### config.mk
export PLATFORM = sky130hd
export DESIGN_NAME = line_framer_newline_convert_core
export DESIGN_NICKNAME = d
export VERILOG_FILES = /design/src/lfnc_pkg.sv /design/src/line_framer_newline_convert_core.sv /design/src/lfnc_front.sv /design/src/lfnc_queue.sv /design/src/lfnc_back.sv
export SDC_FILE = /design/constraint.sdc
export NUM_CORES = 1
export LEC_CHECK = 0
export BUFFER_PORTS_ARGS = -buffer_cell sky130_fd_sc_hd__clkbuf_2
export CORE_AREA = 3 3 126 92
export DETAILED_ROUTE_END_ITERATION = 12
export DIE_AREA = 0 0 129 95
export HOLD_SLACK_MARGIN = 0.15
export PLACE_DENSITY = 0.75
export SKIP_CTS_REPAIR_TIMING = 1
export SLEW_MARGIN = 40
export SYNTH_ARGS = -nofsm -noshare
export SYNTH_HDL_FRONTEND = slang
export SYNTH_SLANG_ARGS = --single-unit
### constraint.sdc
create_clock -name clock -period 5.36 [get_ports clock]
set_clock_uncertainty 0.15 [all_clocks]
set_input_delay 0 -clock clock [delete_from_list [all_inputs] [get_ports clock]]
set_output_delay 0 -clock clock [all_outputs]
set_load 0.02 [all_outputs]
### src/lfnc_pkg.sv
package lfnc_pkg;

   localparam logic [7:0] CharCr = 8'h0D;
   localparam logic [7:0] CharLf = 8'h0A;

   // words one input byte can produce at most
   localparam int MaxWords = 3;
   localparam int WordIdxW = $clog2(MaxWords);
   localparam int WordCntW = $clog2(MaxWords + 1);

   // bundle queue between front and back
   localparam int QDepth = 4;
   localparam int QPtrW  = $clog2(QDepth);
   localparam int QCntW  = $clog2(QDepth + 1);

   // csr register indexes
   localparam int CsrIdxW = 2;
   localparam int CsrDataW = 2;
   localparam logic [CsrIdxW-1:0] CsrCrlfMode      = 2'd0;
   localparam logic [CsrIdxW-1:0] CsrConvertEnable = 2'd1;
   localparam logic [CsrIdxW-1:0] CsrNativeBreak   = 2'd2;

   // native break codes
   localparam logic [1:0] NativeLf = 2'd0;
   localparam logic [1:0] NativeCr = 2'd1;

   typedef enum logic [1:0] {
      TERM_CR   = 2'd0,
      TERM_LF   = 2'd1,
      TERM_CRLF = 2'd2
   } term_kind_type;

   typedef struct packed {
      logic [WordCntW-1:0]          count;
      logic [MaxWords-1:0][7:0]     bytes;
      logic [MaxWords-1:0]          ends;
   } bundle_type;

   function automatic term_kind_type convert_kind(term_kind_type kind, logic has_text,
                                                  logic conv, logic [1:0] nb);
      term_kind_type res;
      term_kind_type nat;
      res = kind;
      nat = (nb == NativeCr) ? TERM_CR : TERM_LF;
      if (conv) begin
         if (nb[1]) begin
            if (kind == TERM_CR)
               res = TERM_CRLF;
            else if (kind == TERM_LF && has_text)
               res = TERM_CRLF;
         end else begin
            if (kind == TERM_CRLF)
               res = nat;
            else if (has_text && kind != nat)
               res = nat;
         end
      end
      return res;
   endfunction

   // append one word, dropped once the bundle is full
   function automatic bundle_type add_word(bundle_type b, logic [7:0] value, logic last);
      bundle_type r;
      r = b;
      if (b.count < WordCntW'(MaxWords)) begin
         r.bytes[b.count[WordIdxW-1:0]] = value;
         r.ends[b.count[WordIdxW-1:0]]  = last;
         r.count = b.count + WordCntW'(1);
      end
      return r;
   endfunction

   function automatic bundle_type add_kind(bundle_type b, term_kind_type kind);
      bundle_type r;
      r = b;
      case (kind)
         TERM_CRLF: begin
            r = add_word(r, CharCr, 1'b0);
            r = add_word(r, CharLf, 1'b1);
         end
         TERM_CR: r = add_word(r, CharCr, 1'b1);
         default: r = add_word(r, CharLf, 1'b1);
      endcase
      return r;
   endfunction

endpackage

### src/line_framer_newline_convert_core.sv
// line framer with newline conversion
//
// input channel: req_push / req_full, one text byte per word on req_in_byte.
// a word is taken on a clock edge with req_push high and req_full low.
// result channel: rsp_empty / rsp_pop; the oldest word sits on rsp_out_byte
// and rsp_line_end while rsp_empty is low, and leaves on an edge with rsp_pop.
// rsp_line_end marks the last byte of each finished line's terminator.
// csr port: csr_write_en, csr_index, csr_wdata; 0 crlf_mode, 1 convert_enable,
// 2 native_break. write only while the block is idle.
//
// a taken byte's words pass through the bundle queue registers to the result side.
// throughput: one input byte per cycle while req_full is low; the result side
// moves one word per cycle while rsp_pop is high, so a byte that expands
// to two or three words holds the result side longer; a four-deep bundle
// queue absorbs this. a cr in crlf mode is held until the next byte arrives.
// reset: queue empty, no cr held, crlf_mode 1, conversion off, native lf.
// when the receiver stalls the queue fills and req_full rises; nothing is lost.
module line_framer_newline_convert_core (
   input  logic                          clock,
   input  logic                          reset,
   input  logic                          req_push,
   output logic                          req_full,
   input  logic [7:0]                    req_in_byte,
   output logic                          rsp_empty,
   input  logic                          rsp_pop,
   output logic [7:0]                    rsp_out_byte,
   output logic                          rsp_line_end,
   input  logic                          csr_write_en,
   input  logic [lfnc_pkg::CsrIdxW-1:0]  csr_index,
   input  logic [lfnc_pkg::CsrDataW-1:0] csr_wdata
);
   import lfnc_pkg::*;

   logic       accept;
   logic       push;
   bundle_type push_bundle;
   logic       q_valid;
   bundle_type q_head;
   logic       q_pop;

   // front side takes a byte whenever req_push is high and the queue has room
   assign accept = req_push && !req_full;

   lfnc_front u_front (
      .clock        (clock),
      .reset        (reset),
      .accept       (accept),
      .in_byte      (req_in_byte),
      .csr_write_en (csr_write_en),
      .csr_index    (csr_index),
      .csr_wdata    (csr_wdata),
      .push         (push),
      .bundle       (push_bundle)
   );

   // bundles of one to three words per taken byte
   lfnc_queue u_queue (
      .clock     (clock),
      .reset     (reset),
      .push      (push),
      .push_data (push_bundle),
      .pop       (q_pop),
      .full      (req_full),
      .valid     (q_valid),
      .head      (q_head)
   );

   // back side walks the head bundle one word per pop
   lfnc_back u_back (
      .clock        (clock),
      .reset        (reset),
      .head_valid   (q_valid),
      .head         (q_head),
      .rsp_pop      (rsp_pop),
      .head_pop     (q_pop),
      .rsp_empty    (rsp_empty),
      .rsp_out_byte (rsp_out_byte),
      .rsp_line_end (rsp_line_end)
   );

endmodule

### src/lfnc_front.sv
module lfnc_front (
   input  logic                          clock,
   input  logic                          reset,
   input  logic                          accept,
   input  logic [7:0]                    in_byte,
   input  logic                          csr_write_en,
   input  logic [lfnc_pkg::CsrIdxW-1:0]  csr_index,
   input  logic [lfnc_pkg::CsrDataW-1:0] csr_wdata,
   output logic                          push,
   output lfnc_pkg::bundle_type          bundle
);
   import lfnc_pkg::*;

   logic       crlf_mode_ff, crlf_mode_in;
   logic       convert_enable_ff, convert_enable_in;
   logic [1:0] native_break_ff, native_break_in;
   logic       cr_pending_ff, cr_pending_in;
   logic       line_has_text_ff, line_has_text_in;

   bundle_type bnd;
   logic       has;
   logic       pend;
   logic       done;

   always_comb begin
      crlf_mode_in      = crlf_mode_ff;
      convert_enable_in = convert_enable_ff;
      native_break_in   = native_break_ff;
      if (csr_write_en) begin
         case (csr_index)
            CsrCrlfMode:      crlf_mode_in      = csr_wdata[0];
            CsrConvertEnable: convert_enable_in = csr_wdata[0];
            CsrNativeBreak:   native_break_in   = csr_wdata;
            default: ;
         endcase
      end
   end

   // classify the byte and build its bundle of output words
   always_comb begin
      bnd  = '0;
      has  = line_has_text_ff;
      pend = cr_pending_ff;
      done = 1'b0;
      if (cr_pending_ff) begin
         pend = 1'b0;
         if (in_byte == CharLf) begin
            bnd  = add_kind(bnd, convert_kind(TERM_CRLF, has, convert_enable_ff,
                                              native_break_ff));
            has  = 1'b0;
            done = 1'b1;
         end else begin
            bnd = add_kind(bnd, convert_kind(TERM_CR, has, convert_enable_ff,
                                             native_break_ff));
            has = 1'b0;
         end
      end
      if (!done) begin
         if (in_byte == CharCr) begin
            if (crlf_mode_ff) begin
               pend = 1'b1;
            end else begin
               bnd = add_kind(bnd, convert_kind(TERM_CR, has, convert_enable_ff,
                                                native_break_ff));
               has = 1'b0;
            end
         end else if (in_byte == CharLf) begin
            bnd = add_kind(bnd, convert_kind(TERM_LF, has, convert_enable_ff,
                                             native_break_ff));
            has = 1'b0;
         end else begin
            bnd = add_word(bnd, in_byte, 1'b0);
            has = 1'b1;
         end
      end
   end

   assign cr_pending_in    = accept ? pend : cr_pending_ff;
   assign line_has_text_in = accept ? has  : line_has_text_ff;

   assign push   = accept && (bnd.count != '0);
   assign bundle = bnd;

   always_ff @(posedge clock) begin
      if (reset) begin
         crlf_mode_ff      <= 1'b1;
         convert_enable_ff <= 1'b0;
         native_break_ff   <= NativeLf;
         cr_pending_ff     <= 1'b0;
         line_has_text_ff  <= 1'b0;
      end else begin
         crlf_mode_ff      <= crlf_mode_in;
         convert_enable_ff <= convert_enable_in;
         native_break_ff   <= native_break_in;
         cr_pending_ff     <= cr_pending_in;
         line_has_text_ff  <= line_has_text_in;
      end
   end

endmodule

### src/lfnc_queue.sv
module lfnc_queue (
   input  logic                 clock,
   input  logic                 reset,
   input  logic                 push,
   input  lfnc_pkg::bundle_type push_data,
   input  logic                 pop,
   output logic                 full,
   output logic                 valid,
   output lfnc_pkg::bundle_type head
);
   import lfnc_pkg::*;

   bundle_type           mem_ff [QDepth];
   logic [QPtrW-1:0]     wr_ptr_ff, wr_ptr_in;
   logic [QPtrW-1:0]     rd_ptr_ff, rd_ptr_in;
   logic [QCntW-1:0]     count_ff, count_in;
   logic                 do_push, do_pop;

   assign full    = (count_ff == QCntW'(QDepth));
   assign valid   = (count_ff != '0);
   assign do_push = push && !full;
   assign do_pop  = pop && valid;
   assign head    = mem_ff[rd_ptr_ff];

   assign wr_ptr_in = do_push ? wr_ptr_ff + QPtrW'(1) : wr_ptr_ff;
   assign rd_ptr_in = do_pop  ? rd_ptr_ff + QPtrW'(1) : rd_ptr_ff;

   always_comb begin
      count_in = count_ff;
      if (do_push && !do_pop)
         count_in = count_ff + QCntW'(1);
      else if (do_pop && !do_push)
         count_in = count_ff - QCntW'(1);
   end

   always_ff @(posedge clock) begin
      if (do_push)
         mem_ff[wr_ptr_ff] <= push_data;
   end

   always_ff @(posedge clock) begin
      if (reset) begin
         wr_ptr_ff <= '0;
         rd_ptr_ff <= '0;
         count_ff  <= '0;
      end else begin
         wr_ptr_ff <= wr_ptr_in;
         rd_ptr_ff <= rd_ptr_in;
         count_ff  <= count_in;
      end
   end

endmodule

### src/lfnc_back.sv
module lfnc_back (
   input  logic                 clock,
   input  logic                 reset,
   input  logic                 head_valid,
   input  lfnc_pkg::bundle_type head,
   input  logic                 rsp_pop,
   output logic                 head_pop,
   output logic                 rsp_empty,
   output logic [7:0]           rsp_out_byte,
   output logic                 rsp_line_end
);
   import lfnc_pkg::*;

   logic [WordIdxW-1:0] idx_ff, idx_in;
   logic                take;
   logic                last_word;

   assign rsp_empty    = !head_valid;
   assign rsp_out_byte = head.bytes[idx_ff];
   assign rsp_line_end = head.ends[idx_ff];

   assign take      = rsp_pop && head_valid;
   assign last_word = (WordCntW'(idx_ff) + WordCntW'(1)) == head.count;
   assign head_pop  = take && last_word;

   always_comb begin
      idx_in = idx_ff;
      if (take)
         idx_in = last_word ? '0 : idx_ff + WordIdxW'(1);
   end

   always_ff @(posedge clock) begin
      if (reset)
         idx_ff <= '0;
      else
         idx_ff <= idx_in;
   end

endmodule

==> flow_metrics.py <==
metrics = {
    "synth": {
        "yosysWarnings": 0,
        "syn-instance-count": 472,
        "synth-async-reset-ratio_pct": 0,
        "synth_cell_types": 65,
        "yosysSeqAreaShare_pct": 59.55,
        "synth-seq-cells": 133,
        "synth-edff-count": 116,
        "syn_area_um2": 6421,
        "synth_ff_type": "edfxtp_1",
        "avgSynthCellArea_um2": 13.60,
        "syn_nets": 502,
    },
    "global_route": {
        "use_met3_pct": 6.783,
        "antenna_found_initial": 0,
        "grt_use_met1_pct": 37.90,
        "grt_busiest_layer": "met2",
        "met2_usage_pct": 38.41,
        "grt_max_degree": 30,
        "grt_pass1_wl_mm": 23.10,
        "grt_pass1_vias": 4078,
        "grt_overflow": 0,
        "grt_usage_pct": 25.72,
    },
    "pwr": {
        "switching_share_pct": 27.58,
        "p_int_mw": 2.257,
        "p_seq_share_pct": 41.8,
        "clockPowerShare_pct": 37.8,
        "irDropWorstVdd_mv": 0.2138,
        "p_comb_share_pct": 20.5,
        "leakage_nw": 2.623,
        "switchingPower_uw": 859.6,
        "power_density_nw_per_um2": 415.1,
    },
    "sta": {
        "rsz0062_at_grt": "no",
        "maxSlewHeadroom_pct": 43.71,
        "tightest_slew_ns": 0.8366,
        "period_minus_slack_ns": 4.460,
        "finalSetupViolations": 0,
        "fmax_mhz": 224.2,
        "tns_ns": 0,
        "holdWs_ns": 0.1815,
        "min_period_over_period_pct": 83.21,
        "hold_violations": 0,
        "slew_violations": 0,
    },
    "floorplanning": {
        "die_y_um": 95,
        "die_x_um": 129,
        "core-area_um2": 10320,
        "io_pins": 28,
        "dieArea_um2": 12260,
        "start_util_pct": 62.24,
        "row_count": 31,
    },
    "finish": {
        "diodes": 0,
        "num-nets-final": 553,
        "regArea_um2": 3825,
        "multi_input_area_um2": 2425,
        "drive_gt1_share_pct": 21.27,
        "fillerInstances": 697,
        "syn_to_final_growth_pct": 16.91,
    },
    "critical_path": {
        "startpoint": "req_in_byte[7]",
        "worstRegToRegCells": 15,
        "start_kind": "input pin",
        "crit_chain": "dlygate4sd3_1 > clkbuf_2 > or4_4 > nor4_2 > or3_1 > inv_1 > ha_1 > nor2b_1 > o311ai_0 > a21oi_1 > o32a_1 > inv_2 > ha_1 > inv_1 > fa_1 > xor2_1 > or3_1 > a21oi_1",
        "cp.arrival_ns": 4.64,
        "critical_path.max_fanout": 8,
        "required_ns": 5.54,
        "max_stage_delay_ns": 0.61,
        "crit_path_end_kind": "flop",
        "setup.worst_path.end": "u_queue.count_ff[2]",
        "crit_buf_inv": 5,
        "critical-path-top-delay-family": "simple AND/OR/NAND/NOR gates",
        "rr_startpoint": "u_front.convert_enable_ff",
        "rrSetupSlack_ns": 1.03,
        "rr_endpoint": "u_queue.count_ff[2]",
        "critical_path_depth": 18,
        "crit_slowest_cell": "or4_4",
        "crit_type": "in -> reg",
    },
    "placed_design": {
        "dpl.hpwl_mm": 9.569,
        "io_buffers": 27,
        "place_congestion": 0.9522,
    },
    "clocking": {
        "cts_made_buffers": 17,
        "cts_max_level": 4,
        "clock_path_buffers": 2,
        "root_buffer": "clkbuf_16",
        "clock_sinks": 133,
        "cts_tree": "done",
        "insertion_delay_ns": 0.41,
        "cts.clk_slew.worst_paths_ns": 0.06,
    },
    "drt": {
        "drc_errors": 0,
        "vias": 4223,
        "wl_mm": 14.81,
        "first_iter_violations": 450,
        "first_pass_iters": 7,
        "ant_nets": 0,
        "avgRoutedWirePerCell_um": 22.18,
        "vias_per_cell": 6.322,
    },
    "min_path": {
        "hold_class": "in -> reg",
    },
    "run": {
        "maxCapViolations": 0,
    },
    "outcome": {
        "status": "finished, final reports clean",
    },
}
[final cells by class]
class	instances	share of cell area (%)
flip-flops and latches	133	50.95
inverters	20	1.000
multi-input cells	295	32.30
clock buffers	21	6.717
well taps	132	2.200
clock inverters	11	1.433
repair buffers	56	5.400
[synthesized netlist by cell type, types with 3 or more instances]
cell type	number	area (um2)
a21oi_1	22	110.1
a31oi_1	7	43.79
and2_1	17	106.4
and3_1	8	50.05
buf_1	3	11.26
buf_2	4	20.02
clkbuf_1	16	60.06
dfxtp_1	17	340.3
edfxtp_1	116	3483
ha_1	12	150.1
inv_1	18	67.56
mux2i_1	16	160.2
mux4_2	29	653.1
nand2_1	30	112.6
nand2b_1	10	62.56
nand3_1	6	30.03
nand4_1	4	25.02
nor2_1	32	120.1
nor2b_1	8	50.05
nor3_1	8	40.04
nor3b_1	3	22.52
o211ai_1	4	30.03
o21ai_0	11	55.05
o21ai_1	5	25.02
o22ai_1	10	62.56
or3_1	4	25.02
xor2_1	4	35.03
[tightest hold or removal path: cells and delay by family]
kind / cells / cell delay (ns)
buffers and inverters: 1 / 0.16
AO/OA/AOI/OAI: 1 / 0.09
AND/OR/NAND/NOR: 2 / 0.32
[cell usage in the layout, fill, tap and decap left out, drive strengths merged, types with 7 or more instances in the layout]
cell / n
and2: 17
o22ai: 10
buf: 8
and3: 8
nand2: 30
mux4: 29
inv: 25
a21oi: 23
dlygate4sd3: 21
dfxtp: 17
ha: 12
nor2: 33
o21ai: 18
mux2i: 16
edfxtp: 116
clkbuf: 48
nor2b: 8
a31oi: 7
nor3: 10
nand2b: 10
[per-layer routing]
metal	routed length, um	vias up
li1	-	1924
met1	6890	2100
met2	6764	177
met3	977	22
met4	181	0
met5	0	-
[metrics by stage]
step / cells / area [um2] / power (mW) / util (%) / worst slack, ns
6_report: 668 / 7507 / 3.116 / 72.76 / 0.9001
5_1_grt: 668 / 7507 / 3.246 / 72.76 / 0.5815
4_1_cts: 647 / 7295 / 3.120 / 70.70 / 1.106
3_5_place_dp: 615 / 6683 / 1.944 / 64.77 / 1.115
3_3_place_gp: 615 / 6680 / 1.925 / 64.75 / 1.198
2_1_floorplan: 472 / 6421 / 1.775 / - / 1.557
[power groups by stage]
stage,sequential [mW],combinational (mW),clock [mW]
6_report,1.30,0.637,1.18
5_1_grt,1.31,0.692,1.24
4_1_cts,1.30,0.630,1.19
3_5_place_dp,1.32,0.622,0
3_3_place_gp,1.31,0.612,0
2_1_floorplan,1.30,0.477,0
[kinds of logic (layout without fill, tap and decap cells)]
kind of cell | Yosys count | count (layout) | share of synthesized area, %
AOI/OAI and AO/OA | 79 | 79 | 8.106
xor gates and xnor gates | 6 | 6 | 0.8184
adders and majority gates | 13 | 13 | 2.650
buffers and inverters | 44 | 108 | 2.767
DFF | 133 | 133 | 59.55
muxes | 46 | 46 | 12.84
and+or+nand+nor | 151 | 151 | 13.27
[state kept, by name, summed over array words and instances (netlist names), named ones only]
name / flops
u_back.idx_ff: 2
u_front.convert_enable_ff: 1
u_front.cr_pending_ff: 1
u_front.crlf_mode_ff: 1
u_front.line_has_text_ff: 1
u_front.native_break_ff: 2
u_queue.count_ff: 3
u_queue.mem_ff: 116
u_queue.rd_ptr_ff: 2
u_queue.wr_ptr_ff: 2
[worst min-delay path by stage]
stage	startpoint	to	slack [ns]	cells past startpoint
6_report	req_in_byte[0]	u_queue.mem_ff[1][19]	0.18	4
5_1_grt	req_in_byte[0]	u_queue.mem_ff[1][19]	0.20	4
4_1_cts	csr_wdata[0]	u_front.crlf_mode_ff	-0.33	2
3_5_place_dp	csr_wdata[0]	u_front.crlf_mode_ff	0.10	2
3_3_place_gp	csr_wdata[1]	u_front.native_break_ff[1]	0.09	3
2_1_floorplan	csr_wdata[0]	u_front.crlf_mode_ff	-0.03	1
No activity file was read; power rests on OpenSTA's default activity.
